[src/ecls_pkg.sv]
// ---------------------------------------------------------------------------
// ecls_pkg
// Shared types and constants of the Ethernet receive frame classifier.
// ---------------------------------------------------------------------------
package ecls_pkg;

  localparam int BUFFER_BYTES = 2048;
  // byte counter holds the buffer size itself
  localparam int CNT_W = $clog2(BUFFER_BYTES) + 1;
  // echo sum: at most one 16-bit word per two buffered bytes
  localparam int SUM_W = $clog2(BUFFER_BYTES) + 15;

  localparam int ETH_HDR_BYTES  = 14;
  localparam int IP_MIN_HDR     = 20;
  localparam int IP_SRC_FIRST   = 26;
  localparam int ARP_MIN_FRAME  = 42;
  localparam int L4_FIRST_POS   = 34;
  localparam int ICMP_HDR_SKIP  = 4;
  localparam int ICMP_MIN_LEN   = 8;
  localparam int ECHO_MAX_LEN   = 1500;

  localparam logic [15:0] ETH_TYPE_ARP  = 16'h0806;
  localparam logic [15:0] ETH_TYPE_IPV4 = 16'h0800;
  localparam logic [15:0] ARP_OP_REQUEST = 16'd1;
  localparam logic [15:0] ARP_OP_REPLY   = 16'd2;
  localparam logic [3:0]  IP_VERSION_4   = 4'd4;
  localparam logic [7:0]  IP_PROTO_ICMP  = 8'd1;
  localparam logic [7:0]  ICMP_ECHO_REQUEST = 8'd8;

  localparam logic [2:0] VERDICT_DROP      = 3'd0;
  localparam logic [2:0] VERDICT_ARP_REPLY = 3'd1;
  localparam logic [2:0] VERDICT_ARP_REQ   = 3'd2;
  localparam logic [2:0] VERDICT_ECHO      = 3'd3;
  localparam logic [2:0] VERDICT_DELIVER   = 3'd4;

  typedef struct packed {
    logic [7:0] frame_byte;
    logic       last_byte;
  } in_t;

  typedef struct packed {
    logic [2:0]  verdict;
    logic [31:0] peer_ip;
    logic [47:0] peer_mac;
    logic [7:0]  protocol;
    logic [6:0]  l4_offset;
    logic [10:0] l4_length;
    logic [15:0] echo_checksum;
    logic        cache_valid;
    logic [31:0] cache_ip;
    logic [47:0] cache_mac;
  } out_t;

  // header fields of one complete frame, handed from the parser to the judge
  typedef struct packed {
    logic [CNT_W-1:0] byte_count;
    logic [15:0]      ether_type;
    logic [15:0]      arp_operation;
    logic [47:0]      arp_sender_mac;
    logic [31:0]      arp_sender_ip;
    logic [31:0]      arp_target_ip;
    logic [7:0]       ip_version_ihl;
    logic [15:0]      ip_total_length;
    logic [7:0]       ip_protocol;
    logic [31:0]      ip_source;
    logic [7:0]       l4_first_byte;
    logic [SUM_W-1:0] sum_accumulator;
  } frame_sum_t;

endpackage

[src/ecls_parse.sv]
// ---------------------------------------------------------------------------
// ecls_parse
// Byte-wise header capture and echo body summing for the frame in progress.
// ---------------------------------------------------------------------------
module ecls_parse import ecls_pkg::*; (
  input  logic       clk,
  input  logic       rst,
  input  logic       accept,
  input  in_t        in_byte,
  output frame_sum_t summary
);

  logic [CNT_W-1:0] byte_count;
  logic [15:0]      ether_type;
  logic [15:0]      arp_operation;
  logic [47:0]      arp_sender_mac;
  logic [31:0]      arp_sender_ip;
  logic [31:0]      arp_target_ip;
  logic [7:0]       ip_version_ihl;
  logic [15:0]      ip_total_length;
  logic [7:0]       ip_protocol;
  logic [31:0]      ip_source;
  logic [7:0]       l4_first_byte;
  logic [SUM_W-1:0] sum_accumulator;

  logic [CNT_W-1:0] p;
  logic [7:0]       b;
  logic             keep;
  logic [5:0]       ihl;
  logic [CNT_W-1:0] l4_start;
  logic [CNT_W-1:0] k;
  logic             in_l4;
  logic             in_body;
  logic [SUM_W-1:0] term;

  frame_sum_t nxt;

  assign p    = byte_count;
  assign b    = in_byte.frame_byte;
  assign keep = (byte_count < CNT_W'(BUFFER_BYTES));
  assign ihl  = {ip_version_ihl[3:0], 2'b00};
  assign l4_start = CNT_W'(ETH_HDR_BYTES) + CNT_W'(ihl);
  assign k    = p - l4_start;

  assign in_l4 = (p >= CNT_W'(L4_FIRST_POS)) && (ihl >= 6'(IP_MIN_HDR)) && (p >= l4_start);
  assign in_body = in_l4 && (k >= CNT_W'(ICMP_HDR_SKIP))
                && (ip_total_length >= 16'(ihl))
                && (16'(k) < (ip_total_length - 16'(ihl)));
  // even body offsets carry the high byte of a word
  assign term = k[0] ? SUM_W'(b) : SUM_W'({b, 8'h00});

  always_comb begin
    nxt.byte_count      = byte_count;
    nxt.ether_type      = ether_type;
    nxt.arp_operation   = arp_operation;
    nxt.arp_sender_mac  = arp_sender_mac;
    nxt.arp_sender_ip   = arp_sender_ip;
    nxt.arp_target_ip   = arp_target_ip;
    nxt.ip_version_ihl  = ip_version_ihl;
    nxt.ip_total_length = ip_total_length;
    nxt.ip_protocol     = ip_protocol;
    nxt.ip_source       = ip_source;
    nxt.l4_first_byte   = l4_first_byte;
    nxt.sum_accumulator = sum_accumulator;
    if (keep) begin
      nxt.byte_count = byte_count + CNT_W'(1);
      if (p == CNT_W'(12) || p == CNT_W'(13)) begin
        nxt.ether_type = {ether_type[7:0], b};
      end
      if (p == CNT_W'(20) || p == CNT_W'(21)) begin
        nxt.arp_operation = {arp_operation[7:0], b};
      end
      if (p >= CNT_W'(22) && p <= CNT_W'(27)) begin
        nxt.arp_sender_mac = {arp_sender_mac[39:0], b};
      end
      if (p >= CNT_W'(28) && p <= CNT_W'(31)) begin
        nxt.arp_sender_ip = {arp_sender_ip[23:0], b};
      end
      if (p >= CNT_W'(38) && p <= CNT_W'(41)) begin
        nxt.arp_target_ip = {arp_target_ip[23:0], b};
      end
      if (p == CNT_W'(ETH_HDR_BYTES)) begin
        nxt.ip_version_ihl = b;
      end
      if (p == CNT_W'(16) || p == CNT_W'(17)) begin
        nxt.ip_total_length = {ip_total_length[7:0], b};
      end
      if (p == CNT_W'(23)) begin
        nxt.ip_protocol = b;
      end
      if (p >= CNT_W'(IP_SRC_FIRST) && p <= CNT_W'(IP_SRC_FIRST + 3)) begin
        nxt.ip_source = {ip_source[23:0], b};
      end
      if (in_l4 && k == '0) begin
        nxt.l4_first_byte = b;
      end
      if (in_body) begin
        nxt.sum_accumulator = sum_accumulator + term;
      end
    end
  end

  assign summary = nxt;

  always_ff @(posedge clk) begin
    if (rst || (accept && in_byte.last_byte)) begin
      byte_count      <= '0;
      ether_type      <= '0;
      arp_operation   <= '0;
      arp_sender_mac  <= '0;
      arp_sender_ip   <= '0;
      arp_target_ip   <= '0;
      ip_version_ihl  <= '0;
      ip_total_length <= '0;
      ip_protocol     <= '0;
      ip_source       <= '0;
      l4_first_byte   <= '0;
      sum_accumulator <= '0;
    end else if (accept) begin
      byte_count      <= nxt.byte_count;
      ether_type      <= nxt.ether_type;
      arp_operation   <= nxt.arp_operation;
      arp_sender_mac  <= nxt.arp_sender_mac;
      arp_sender_ip   <= nxt.arp_sender_ip;
      arp_target_ip   <= nxt.arp_target_ip;
      ip_version_ihl  <= nxt.ip_version_ihl;
      ip_total_length <= nxt.ip_total_length;
      ip_protocol     <= nxt.ip_protocol;
      ip_source       <= nxt.ip_source;
      l4_first_byte   <= nxt.l4_first_byte;
      sum_accumulator <= nxt.sum_accumulator;
    end
  end

endmodule

[src/ethernet_rx_frame_classifier_top.sv]
// ---------------------------------------------------------------------------
// ethernet_rx_frame_classifier_top
// Classifies received Ethernet frames (ARP, ICMP echo, IPv4) one byte per
// cycle while in_stall is low and keeps a single ARP cache entry.
// ---------------------------------------------------------------------------
//  channel | signals                          | transaction
//  --------+----------------------------------+-------------------------------
//  in      | in_valid, in_stall, in_data      | one frame byte and last flag
//  out     | out_valid, out_stall, out_data   | one verdict per frame
//  cfg     | cfg_write, cfg_data              | write of local_ip
//
//  one byte is taken every cycle unless in_stall is high; after the last byte
//  a verdict passes the frame summary register, then the judge into the result register.
//  synchronous reset clears the frame state, the arp cache and local_ip.
//  in_stall rises only when a finished frame waits in the summary register and
//  the result register is stalled; mid-frame bytes are then held too.
// ---------------------------------------------------------------------------
module ethernet_rx_frame_classifier_top import ecls_pkg::*; (
  input  logic        clk,
  input  logic        rst,
  input  logic        in_valid,
  output logic        in_stall,
  input  in_t         in_data,
  output logic        out_valid,
  input  logic        out_stall,
  output out_t        out_data,
  input  logic        cfg_write,
  input  logic [31:0] cfg_data
);

  logic [31:0] local_ip;
  logic        in_accept;
  logic        out_load;
  frame_sum_t  summary;
  frame_sum_t  snap;
  logic        snap_valid;

  logic        entry_valid;
  logic [31:0] entry_ip;
  logic [47:0] entry_mac;
  logic        entry_load;

  out_t             result;
  logic [5:0]       ihl;
  logic [6:0]       l4_off;
  logic [CNT_W-1:0] avail;
  logic [15:0]      l4len_full;
  logic [15:0]      l4len;
  logic [16:0]      fold1;
  logic [15:0]      fold2;

  assign out_load  = !out_valid || !out_stall;
  assign in_stall  = snap_valid && !out_load;
  assign in_accept = in_valid && !in_stall;

  ecls_parse u_parse (
    .clk     (clk),
    .rst     (rst),
    .accept  (in_accept),
    .in_byte (in_data),
    .summary (summary)
  );

  always_ff @(posedge clk) begin
    if (rst) begin
      local_ip <= '0;
    end else if (cfg_write) begin
      local_ip <= cfg_data;
    end
  end

  always_ff @(posedge clk) begin
    if (rst) begin
      snap_valid <= 1'b0;
    end else if (in_accept && in_data.last_byte) begin
      snap_valid <= 1'b1;
    end else if (out_load) begin
      snap_valid <= 1'b0;
    end
  end

  always_ff @(posedge clk) begin
    if (in_accept && in_data.last_byte) begin
      snap <= summary;
    end
  end

  assign ihl        = {snap.ip_version_ihl[3:0], 2'b00};
  assign l4_off     = 7'(ETH_HDR_BYTES) + 7'(ihl);
  assign avail      = snap.byte_count - CNT_W'(l4_off);
  assign l4len_full = snap.ip_total_length - 16'(ihl);
  assign l4len      = (l4len_full > 16'(avail)) ? 16'(avail) : l4len_full;
  // end-around carry, two folds cover the whole sum
  assign fold1 = 17'(snap.sum_accumulator[15:0]) + 17'(snap.sum_accumulator[SUM_W-1:16]);
  assign fold2 = fold1[15:0] + 16'(fold1[16]);

  always_comb begin
    result     = '0;
    entry_load = 1'b0;
    if (snap.byte_count < CNT_W'(ETH_HDR_BYTES)) begin
      result.verdict = VERDICT_DROP;
    end else if (snap.ether_type == ETH_TYPE_ARP) begin
      if (snap.byte_count >= CNT_W'(ARP_MIN_FRAME)) begin
        if (snap.arp_operation == ARP_OP_REPLY) begin
          entry_load     = 1'b1;
          result.verdict = VERDICT_ARP_REPLY;
        end else if (snap.arp_operation == ARP_OP_REQUEST && local_ip != '0
                     && snap.arp_target_ip == local_ip) begin
          result.verdict = VERDICT_ARP_REQ;
        end
      end
      if (result.verdict != VERDICT_DROP) begin
        result.peer_ip  = snap.arp_sender_ip;
        result.peer_mac = snap.arp_sender_mac;
      end
    end else if (snap.ether_type == ETH_TYPE_IPV4) begin
      if (snap.ip_version_ihl[7:4] == IP_VERSION_4 && ihl >= 6'(IP_MIN_HDR)
          && snap.ip_total_length >= 16'(ihl)
          && snap.byte_count >= CNT_W'(l4_off)) begin
        if (snap.ip_protocol == IP_PROTO_ICMP && l4len >= 16'(ICMP_MIN_LEN)
            && snap.l4_first_byte == ICMP_ECHO_REQUEST) begin
          if (l4len <= 16'(ECHO_MAX_LEN)) begin
            result.verdict       = VERDICT_ECHO;
            result.peer_ip       = snap.ip_source;
            result.echo_checksum = ~fold2;
          end
        end else begin
          result.verdict   = VERDICT_DELIVER;
          result.peer_ip   = snap.ip_source;
          result.protocol  = snap.ip_protocol;
          result.l4_offset = l4_off;
          result.l4_length = l4len[10:0];
        end
      end
    end
    result.cache_valid = entry_load ? 1'b1 : entry_valid;
    result.cache_ip    = entry_load ? snap.arp_sender_ip : entry_ip;
    result.cache_mac   = entry_load ? snap.arp_sender_mac : entry_mac;
  end

  always_ff @(posedge clk) begin
    if (rst) begin
      entry_valid <= 1'b0;
      entry_ip    <= '0;
      entry_mac   <= '0;
    end else if (snap_valid && out_load && entry_load) begin
      entry_valid <= 1'b1;
      entry_ip    <= snap.arp_sender_ip;
      entry_mac   <= snap.arp_sender_mac;
    end
  end

  always_ff @(posedge clk) begin
    if (rst) begin
      out_valid <= 1'b0;
    end else if (out_load) begin
      out_valid <= snap_valid;
    end
  end

  always_ff @(posedge clk) begin
    if (out_load && snap_valid) begin
      out_data <= result;
    end
  end

endmodule
[config.mk]
export PLATFORM = sky130hd
export DESIGN_NAME = ethernet_rx_frame_classifier_top
export DESIGN_NICKNAME = d
export VERILOG_FILES = /design/src/ecls_pkg.sv /design/src/ecls_parse.sv /design/src/ethernet_rx_frame_classifier_top.sv
export SDC_FILE = /design/constraint.sdc
export NUM_CORES = 1
export LEC_CHECK = 0
export BUFFER_PORTS_ARGS = -buffer_cell sky130_fd_sc_hd__buf_2
export CORE_MARGIN = 1
export CORE_UTILIZATION = 45
export CTS_CLUSTER_DIAMETER = 200
export DETAILED_ROUTE_END_ITERATION = 10
export GPL_TIMING_DRIVEN = 0
export PLACE_DENSITY = 0.65
export SYNTH_ARGS = -nofsm -noshare
export SYNTH_HDL_FRONTEND = slang
export SYNTH_SLANG_ARGS = --single-unit
[constraint.sdc]
create_clock -name clk -period 25.3 [get_ports clk]
set_input_delay 5.06 -clock clk [delete_from_list [all_inputs] [get_ports clk]]
set_output_delay 5.06 -clock clk [all_outputs]
set_load 0.02 [all_outputs]
-- Yosys cells after proc, flatten, opt, wreduce, memory -nomap -nowiden
Cells that the tools add are included.
- input port bits: 46
- output and inout bits: 208
- register bits after elaboration: 829
- logic and storage cells: 167
- magnitude comparators: 23
- bitwise logic cells: 7
- reduce and logical (&&, ||, !) cells: 38
- add/sub/neg operators: 10
- muxes and demuxes: 33
- eq/ne operators: 16
- operators with widths (kind ; number):
    254-bit 2-to-1 mux ; 1
    35-bit 2-to-1 mux ; 4
    32-bit 2-to-1 mux ; 4
    48-bit 2-to-1 mux ; 2
    16-bit 2-to-1 mux ; 5
    80-bit 2-to-1 mux ; 1
    12-bit by 5-bit == test with 1-bit output (second input constant) ; 5
    12-bit by 4-bit == test with 1-bit output (second input constant) ; 3
    12-bit by 5-bit greater-or-equal comparator with 1-bit output (second input constant) ; 3
    12-bit by 6-bit greater-or-equal comparator with 1-bit output (second input constant) ; 3
    12-bit by 5-bit less-or-equal comparator with 1-bit output (second input constant) ; 3
    34-bit 2-to-1 mux ; 1
    16-bit by 12-bit == test with 1-bit output (second input constant) ; 2
    32-bit == test ; 1
    16-bit by 6-bit greater-or-equal comparator with 1-bit output ; 2
    32-bit nonzero test ; 1
    16-bit by 6-bit subtractor with 16-bit output ; 2
    26-bit adder ; 1
    26-bit 2-to-1 mux ; 1
    8-bit 2-to-1 mux ; 3
    1-bit logical AND ; 22
    16-bit by 10-bit adder with 17-bit output ; 1
    16-bit by 1-bit adder with 16-bit output ; 1
    16-bit by 1-bit == test with 1-bit output (second input constant) ; 1
    other kinds (32) ; 54

-- Depth between registers and ports, before layout
Gate-level depths: netlist of run 1.
- depth after elaboration: 11
- gate-level depth with buffers: 22

-- Hierarchy
Synthesis of run 1 repeated with hierarchy kept, for this count alone.
- cells, all modules: 3264
- area total of the unflattened synthesis: 37048.0 um2
- by module, submodules not included (module ; area an instance (um2) ; instances ; cells each ; sequential area each (um2)):
    ethernet_rx_frame_classifier_top ; 22674.2 ; 1 ; 1586 ; 16085.4
    ecls_parse ; 14373.8 ; 1 ; 1678 ; 5084.9

-- Worst setup path before layout of run 1
OpenSTA, ideal clock, no wires.
- path kind: input-to-reg
- from: input port out_stall
- to: register entry_ip[0]
- path slack: 2.123 ns
- path buffers: 1
- data arrival time: 23.044 ns
- stages: 5
- setup time: 0.132 ns
- required time: 25.168 ns
- cell sequence: a21boi_0 > nand2_1 > clkbuf_1 > nand2_1 > a21oi_1
- longest elaborated chain between the ends: 4
- RTL lines (item ; line ; RTL):
    start: declaration ; ethernet_rx_frame_classifier_top.sv:25 ; input logic out_stall,
    1-bit logical NOT ; ethernet_rx_frame_classifier_top.sv:52 ; assign out_load = !out_valid || !out_stall;
    1-bit logical OR ; ethernet_rx_frame_classifier_top.sv:52 ;
    1-bit logical AND (2 in a row) ; ethernet_rx_frame_classifier_top.sv:146 ; end else if (snap_valid && out_load && entry_load) begin
    end signal: assignment ; ethernet_rx_frame_classifier_top.sv:148 ; entry_ip <= snap.arp_sender_ip;
    end: declaration ; ethernet_rx_frame_classifier_top.sv:39 ; logic [31:0] entry_ip;
No other way between the ends.
A chain may end at the register's enable or synchronous reset.

-- Worst setup path in the final report of run 1
- from: input port out_stall
- to: output port in_stall
- longest elaborated chain between the ends: 4
- RTL lines (item ; line ; RTL):
    1-bit logical NOT ; ethernet_rx_frame_classifier_top.sv:52 ;
    1-bit logical OR ; ethernet_rx_frame_classifier_top.sv:52 ;
    1-bit logical NOT ; ethernet_rx_frame_classifier_top.sv:53 ; assign in_stall = snap_valid && !out_load;
    1-bit logical AND ; ethernet_rx_frame_classifier_top.sv:53 ;
    end: declaration ; ethernet_rx_frame_classifier_top.sv:22 ; output logic in_stall,
No other way between the ends.

==> reports/qor.csv, run 1 <==
stage,metric,value,unit
synth,synth top area cells,"edfxtp_1 38%, dfxtp_1 20%, mux2_2 9.6%",
detailed_routing,Iter 0 DRT Violations,1774,
cts,Clock Latency Late Sink,0.67,ns
detailed_routing,routed vias/inst,5.34,
cts,CTS Buffer Depth,3,
placed_design,PortBufs,251,
timing,Final Cycle Share,42.0,%
timing,Tmin final,10.63,ns
synth,post-synth top area share,37.8,%
grt,first-pass GRT wire length,142000,um
critical_path,Startpoint Class,input pin,
finish,antenna cells,0,
timing,Final Hold Vio Count,0,
critical_path,critical path class,in2out,
job,max-cap violations,0,
cts,CTS root buf,clkbuf_16,
finish,fin nets,3755,
critical_path,Crit path arrival time,5.57,ns
critical_path,crit path max fanout,4,
synth,Cells after Synth,3272,
critical_path,reg2reg setup slack,18.76,ns
floorplan,Die Y,287,um
grt,GRT Util Overall,22.4,%
detailed_routing,post-route ant nets,0,
timing,Fin Clk Skew,0.0420,ns
synth,predominant post-synthesis flop cell,edfxtp_1,
cts,post-CTS setup buffers,0,
floorplan,die width,287,um
detailed_routing,DR pass1 iterations,5,
synth,Synth Cell Area,36500,um^2
critical_path,CP Capture Type,primary output,
timing,Slew Limit Fails,0,
cts,H-tree level count,3,
synth,leading cell types by count after synthesis,"459 x edfxtp_1, 445 x nor2_1, 369 x dfxtp_1, 346 x nand2_1, 310 x mux2_2",
critical_path,"Req. time, crit path",20.24,ns
grt,pin count of the biggest net entering global routing,107,
timing,Worst Max-Slew Pin Slew,1.43,ns
timing,unrepaired setup endpoints after global routing,no,
finish,final design utilization,52.3,%
detailed_routing,Vias,25400,
synth,mean area per synthesized cell,11.1,um^2
pwr,total power per unit cell area,68.8,nW/um^2
timing,TNS Setup,0,ns
timing,fmax,94.1,MHz
grt,vias in the first global route,24300,
synth,"flops & latches, synth",828,
placed_design,Final HPWL DP,67200,um
synth,asr flop ratio synth,0,%
pwr,Pleak,16.1,nW
placed_design,Final GP Congestion,0.920,
status,outcome,finished clean,
floorplan,CORE AREA,80400,um^2
pwr,maximum vdd drop,0.0474,mV
grt,initial antenna violation count,0,
grt,grt ovf,0,
finish,share of layout cells above drive strength 1,20.1,%
synth,"area leader, netlist",edfxtp_1,
synth,post-synth cell types,73,
floorplan,IO Count,254,
cts,Sink Count,828,
cts,clock buffer count from CTS,86,
detailed_routing,routed len/inst,19.6,um
timing,final hold slack,0.447,ns
detailed_routing,WL final,93300,um
floorplan,Initial Utilization,45.3,%
synth,"EDFF count, synth",459,
floorplan,die area,82200,um^2
synth,Yosys warning count,0,
cts,cts hold-fix bufs,0,
synth,most common cell in the netlist,edfxtp_1,
floorplan,row count,104,
timing,Max-slew headroom,4.59,%
synth,sequential element share of the synthesized area,58.1,%
cts,Clock transition at path regs,0.06,ns
synth,Syn Nets,3405,
timing,setup violators final,0,
hold_path,HP Class,reg2reg,
cts,post-cts sizing count,0,
detailed_routing,drt drc,0,
cts,CTS tree,done,
finish,layout overhead on the synthesized area,15.3,%
==> critical path, stage by stage <==
cell and delay, ns:
buf_2 0.13, nand3_1 0.14, inv_1 0.08, buf_2 0.16
==> final cells by class <==
cell class                 instances  area [um^2]
sequential                       828        21200
clock buffer                     116         2370
fill                            7141        38400
inverter                          58          225
tap                             1060         1330
multi-input combinational       2198        14300
clock inverter                    44          377
timing repair buffer             262         1480
buffer                           188          749
==> sequential cells by signal, indices dropped and copies added (netlist names), 4 cells and up <==
register / count
ihl: 4
local_ip: 32
u_parse.arp_target_ip: 32
u_parse.sum_accumulator: 26
u_parse.ip_version_ihl: 8
u_parse.ip_source: 32
u_parse.ether_type: 16
u_parse.arp_sender_ip: 32
u_parse.arp_sender_mac: 48
u_parse.byte_count: 12
entry_mac: 48
out_data: 205
u_parse.l4_first_byte: 8
entry_ip: 32
u_parse.arp_operation: 16
u_parse.ip_protocol: 8
u_parse.ip_total_length: 16
snap: 250
==> through the flow <==
step                instance area [um^2]  worst slack, ns  instances  power, W
finish                             42000            14.67       4754   0.00289
global route                       42000            14.61       4754   0.00299
CTS                                42000            14.67       4754   0.00292
detailed placement                 39300            14.68       4594   0.00170
global placement                   39100           -12.38       4583   0.00171
floorplan                          36500             2.12       3272   0.00164
==> kinds of logic (layout without fill, tap and decap cells) <==
logic type	count (synthesis)	in the layout	synth area share, %
AO/OA/AOI/OAI	361	361	6.17
XOR/XNOR	133	133	3.19
adder cells (fa/ha/maj)	89	89	3.16
buffers and inverters	246	668	2.65
flip-flops	828	828	58.1
multiplexers	373	373	11.3
other	1	1	0.0103
AND/OR/NAND/NOR	1241	1241	15.5
==> where the power goes <==
part           switching [W]  internal [W]  total, W
combinational       0.000121     0.0000642  0.000185
clock               0.000538      0.000687   0.00122
sequential         0.0000276       0.00146   0.00148
==> path summary, 6_finish.rpt <==
kind,endpoint,from,depth (start not counted)
min,entry_mac[32],entry_mac[32],2
min reg2reg,entry_mac[32],entry_mac[32],2
max reg2reg,out_data[172],ihl[2],21
max,in_stall,out_stall,4
==> layout by cell type (no fill, tap or decap), types with 9 or more instances in the layout <==
master	n
nand2_1	346
nand4_1	28
o21ai_0	34
ha_1	81
or4_1	10
a21oi_1	200
a32o_1	32
clkbuf_16	86
buf_1	25
xnor2_1	83
nor2b_1	19
and3_1	14
mux2i_1	63
edfxtp_1	459
nand2b_1	14
inv_1	55
nor3_1	164
clkbuf_8	11
nor4_1	41
xor2_1	50
and2_1	75
dfxtp_1	369
nand3_1	27
mux2_2	310
clkinv_2	19
or2_2	9
a211oi_1	14
or3_1	16
a21o_1	19
clkinv_1	11
clkbuf_1	164
buf_2	265
nor2_1	445
==> per-layer routing <==
layer | part of all wire, % | global-route usage [%]
met4 | 3.3 | 8.61
met2 | 46 | 35.9
met3 | 6.4 | 4.36
met1 | 44 | 30.1
met5 | 0 | 0
Power figures use the tool's default switching activity.
==> run 2: changes to the inputs <==
ABC_AREA = 1   (was default)
clock period = 10 ns   (was 25.3 ns; I/O delays follow)
==> run 2 against run 1 <==
  * Synthesized cell count up 30%
  * Critical path depth up 24
  * Sequential cell count unchanged
  * Register-to-register slack worse by 14 ns
  * Wire length up 9.2%
  * Clock power rose to 2.7 times the previous value
  * Final cell count up 21%
  * First-iteration DRC count up 44%
  * Count of clock-buffer cells in the layout up 6
  * Synthesized area up 2.3%
  * Global-route usage up 1.3 points
  * Hold slack worse by 0.0048 ns
  * Critical path type is now reg2reg
  * Largest power group unchanged
  * Highest routed layer unchanged
==> reports/qor.csv, run 2 <==
stage,metric,value,unit,change
detailed_routing,WL final,102000,um,+9.2%
pwr,maximum vdd drop,0.118,mV,+150%
critical_path,CP most frequent cell,nand2_1,,
pwr,Tot Pwr,0.00777,W,+170%
timing,Final Hold Vio Count,0,,unchanged
placed_design,setup slack at placement,4.76,ns,-9.92 ns
cts,clock buffer count from CTS,86,,unchanged
grt,initial antenna violation count,3,,+3
synth,Syn Nets,4389,,+29%
finish,share of layout cells above drive strength 1,9.79,%,-10 points
synth,asr flop ratio synth,0,%,unchanged
cts,cts hold-fix bufs,0,,unchanged
grt,vias in the first global route,27800,,+15%
synth,most common cell in the netlist,inv_1,,
synth,predominant post-synthesis flop cell,edfxtp_1,,
finish,most flop-heavy register,snap,,
cts,Clock Latency Late Sink,0.67,ns,about the same
critical_path,critical path class,reg2reg,,
synth,mean area per synthesized cell,8.76,um^2,-21%
hold_path,HP Class,reg2reg,,
finish,layout overhead on the synthesized area,15.4,%,about the same
cts,Sink Count,828,,unchanged
grt,GRT Util Overall,23.7,%,+1.3 points
timing,final hold slack,0.443,ns,-0.00482 ns
placed_design,PortBufs,252,,+0.40%
grt,pin count of the biggest net entering global routing,105,,-1.9%
finish,fin nets,4738,,+26%
synth,leading cell types by count after synthesis,"767 x inv_1, 683 x o21ai_0, 577 x nand2_1, 459 x edfxtp_1, 369 x dfxtp_1",,
detailed_routing,routed vias/inst,5.19,,-2.8%
floorplan,IO Count,254,,unchanged
detailed_routing,DR pass1 iterations,6,,+1
synth,"area leader, netlist",edfxtp_1,,
synth,"EDFF count, synth",459,,unchanged
floorplan,die width,290,um,+1.1%
pwr,total power per unit cell area,181,nW/um^2,+160%
timing,fmax,193,MHz,
hold_path,hold path depth,2,,unchanged
job,max-cap violations,0,,unchanged
cts,post-CTS setup buffers,0,,unchanged
critical_path,Crit path arrival time,5.69,ns,+0.12 ns
placed_design,Final HPWL DP,74100,um,+10%
detailed_routing,routed len/inst,17.7,um,-9.8%
grt,grt ovf,0,,unchanged
floorplan,row count,105,,+0.96%
status,outcome,finished clean,,
cts,Clock transition at path regs,0.06,ns,about the same
timing,unrepaired setup endpoints after global routing,no,,
finish,most frequent cells in the layout,"766 x inv_1, 683 x o21ai_0, 577 x nand2_1, 459 x edfxtp_1, 369 x dfxtp_1",,
timing,Fin Clk Skew,0.0485,ns,+0.00647 ns
floorplan,Die Y,290,um,+1.1%
finish,Filler cells,7496,,+5.0%
critical_path,Startpoint Class,register,,
finish,"most common cell after layout, fill and taps aside",inv_1,,
finish,Seq. cell area,21200,um^2,unchanged
synth,Yosys warning count,0,,unchanged
synth,sequential element share of the synthesized area,56.8,%,-1.3 points
critical_path,R2R cell count,28,,+33%
floorplan,Initial Utilization,45.4,%,+0.081 points
synth,Synth Cell Area,37300,um^2,+2.3%
timing,setup violators final,0,,unchanged
timing,Max-slew headroom,34.7,%,+30 points
critical_path,crit path max fanout,10,,+6
placed_design,Final GP Congestion,0.919,,-0.14%
synth,synth top area cells,"edfxtp_1 37%, dfxtp_1 20%, o21ai_0 9.2%",,
finish,max FFs per register,250,,unchanged
finish,final design utilization,52.4,%,+0.12 points
critical_path,CP Capture Type,register,,
cts,CTS tree,done,,
detailed_routing,drt drc,0,,unchanged
detailed_routing,Iter 0 DRT Violations,2558,,+44%
detailed_routing,Vias,29800,,+18%
timing,Tmin final,5.18,ns,
finish,top flop regs,"snap (250), out_data (205)",,
timing,Worst Max-Slew Pin Slew,0.974,ns,-0.452 ns
floorplan,CORE AREA,82100,um^2,+2.1%
synth,post-synth cell types,61,,-16%
cts,CTS root buf,clkbuf_16,,
placed_design,Placed Cells,5587,,+22%
finish,area of the multi-input gates,12400,um^2,-14%
critical_path,"Req. time, crit path",10.51,ns,-9.73 ns
timing,Final WS setup,4.82,ns,-9.85 ns
floorplan,die area,84100,um^2,+2.3%
cts,H-tree level count,3,,unchanged
timing,Slew Limit Fails,0,,unchanged
synth,"flops & latches, synth",828,,unchanged
timing,Final Cycle Share,51.8,%,
cts,post-cts sizing count,0,,unchanged
detailed_routing,post-route ant nets,0,,unchanged
synth,Cells after Synth,4256,,+30%
critical_path,Worst path max stage delay,0.67,ns,+0.51 ns
grt,first-pass GRT wire length,157000,um,+11%
critical_path,"Slowest-stage cell, CP",nor3b_2,,
finish,Layout Cells excl Fill,5753,,+21%
pwr,Pleak,18.8,nW,+17%
synth,post-synth top area share,36.9,%,-0.85 points
cts,CTS Buffer Depth,3,,unchanged
==> run 2: changes by cell type after synthesis, moves of 128 or more <==
cell     change
a21oi_1    +128
inv_1      +711
mux2_2     -310
nand2_1    +231
nor3_1     -146
o21ai_0    +649
==> run 2: path summary, 6_finish.rpt <==
| kind | start | to | slack [ns] |
|---|---|---|---|
| min | entry_mac[33] | entry_mac[33] | 0.44 |
| max reg2reg | ihl[2] | out_data[90] | 4.82 |
| max | ihl[2] | out_data[90] | 4.82 |
| min reg2reg | entry_mac[33] | entry_mac[33] | 0.44 |
==> run 2: cell families after synthesis <==
| logic type | count (synthesis) | synth area share (%) |
|---|---|---|
| XOR/XNOR | 72 | 1.69 |
| other | 1 | 0.0101 |
| AO/OA/AOI/OAI | 1109 | 15.3 |
| flip-flops | 828 | 56.8 |
| adder cells (fa/ha/maj) | 87 | 3.04 |
| buffers and inverters | 980 | 10.0 |
| AND/OR/NAND/NOR | 1179 | 13.2 |
==> run 2: worst max-delay path, delay by kind of cell, from the launching register on <==
family          cells  cell delay, ns
fa+ha+maj           3            0.81
buf+inv             3            0.52
xor+xnor            1            0.24
simple gates       19            2.59
flops               1            0.55
compound gates      2            0.31
==> run 2: per-stage QoR <==
step	setup TNS (ns)	cell area (um^2)
after floorplan	0	37300
after global placement	-728.95	39900
after detailed placement	0	40100
after CTS	0	43000
after global routing	0	43000
final	0	43000
==> run 2: final cells by class <==
| class | instances | area share (%) |
|---|---|---|
| antenna | 4 | 0.0233 |
| buffer | 206 | 1.94 |
| clock buffer | 122 | 5.62 |
| clock inverter | 40 | 1.11 |
| inverter | 774 | 6.77 |
| multi-input combinational | 2448 | 28.8 |
| sequential | 828 | 49.2 |
| tap | 1070 | 3.11 |
| timing repair buffer | 261 | 3.40 |
==> run 2: where the power goes <==
group          switching, W  internal [W]  leakage [nW]
Combinational      0.000491      0.000223          9.88
Sequential        0.0000760       0.00372          7.52
Clock               0.00139       0.00187          1.40
==> run 2: per-layer routing <==
| metal | track usage [%] | vias to the layer above | part of all wire [%] |
|---|---|---|---|
| li1 | - | 14700 | - |
| met1 | 32.4 | 14000 | 45 |
| met2 | 38.8 | 999 | 46 |
| met3 | 3.72 | 166 | 6.2 |
| met4 | 7.41 | 0 | 2.8 |
| met5 | 0 | - | 0 |
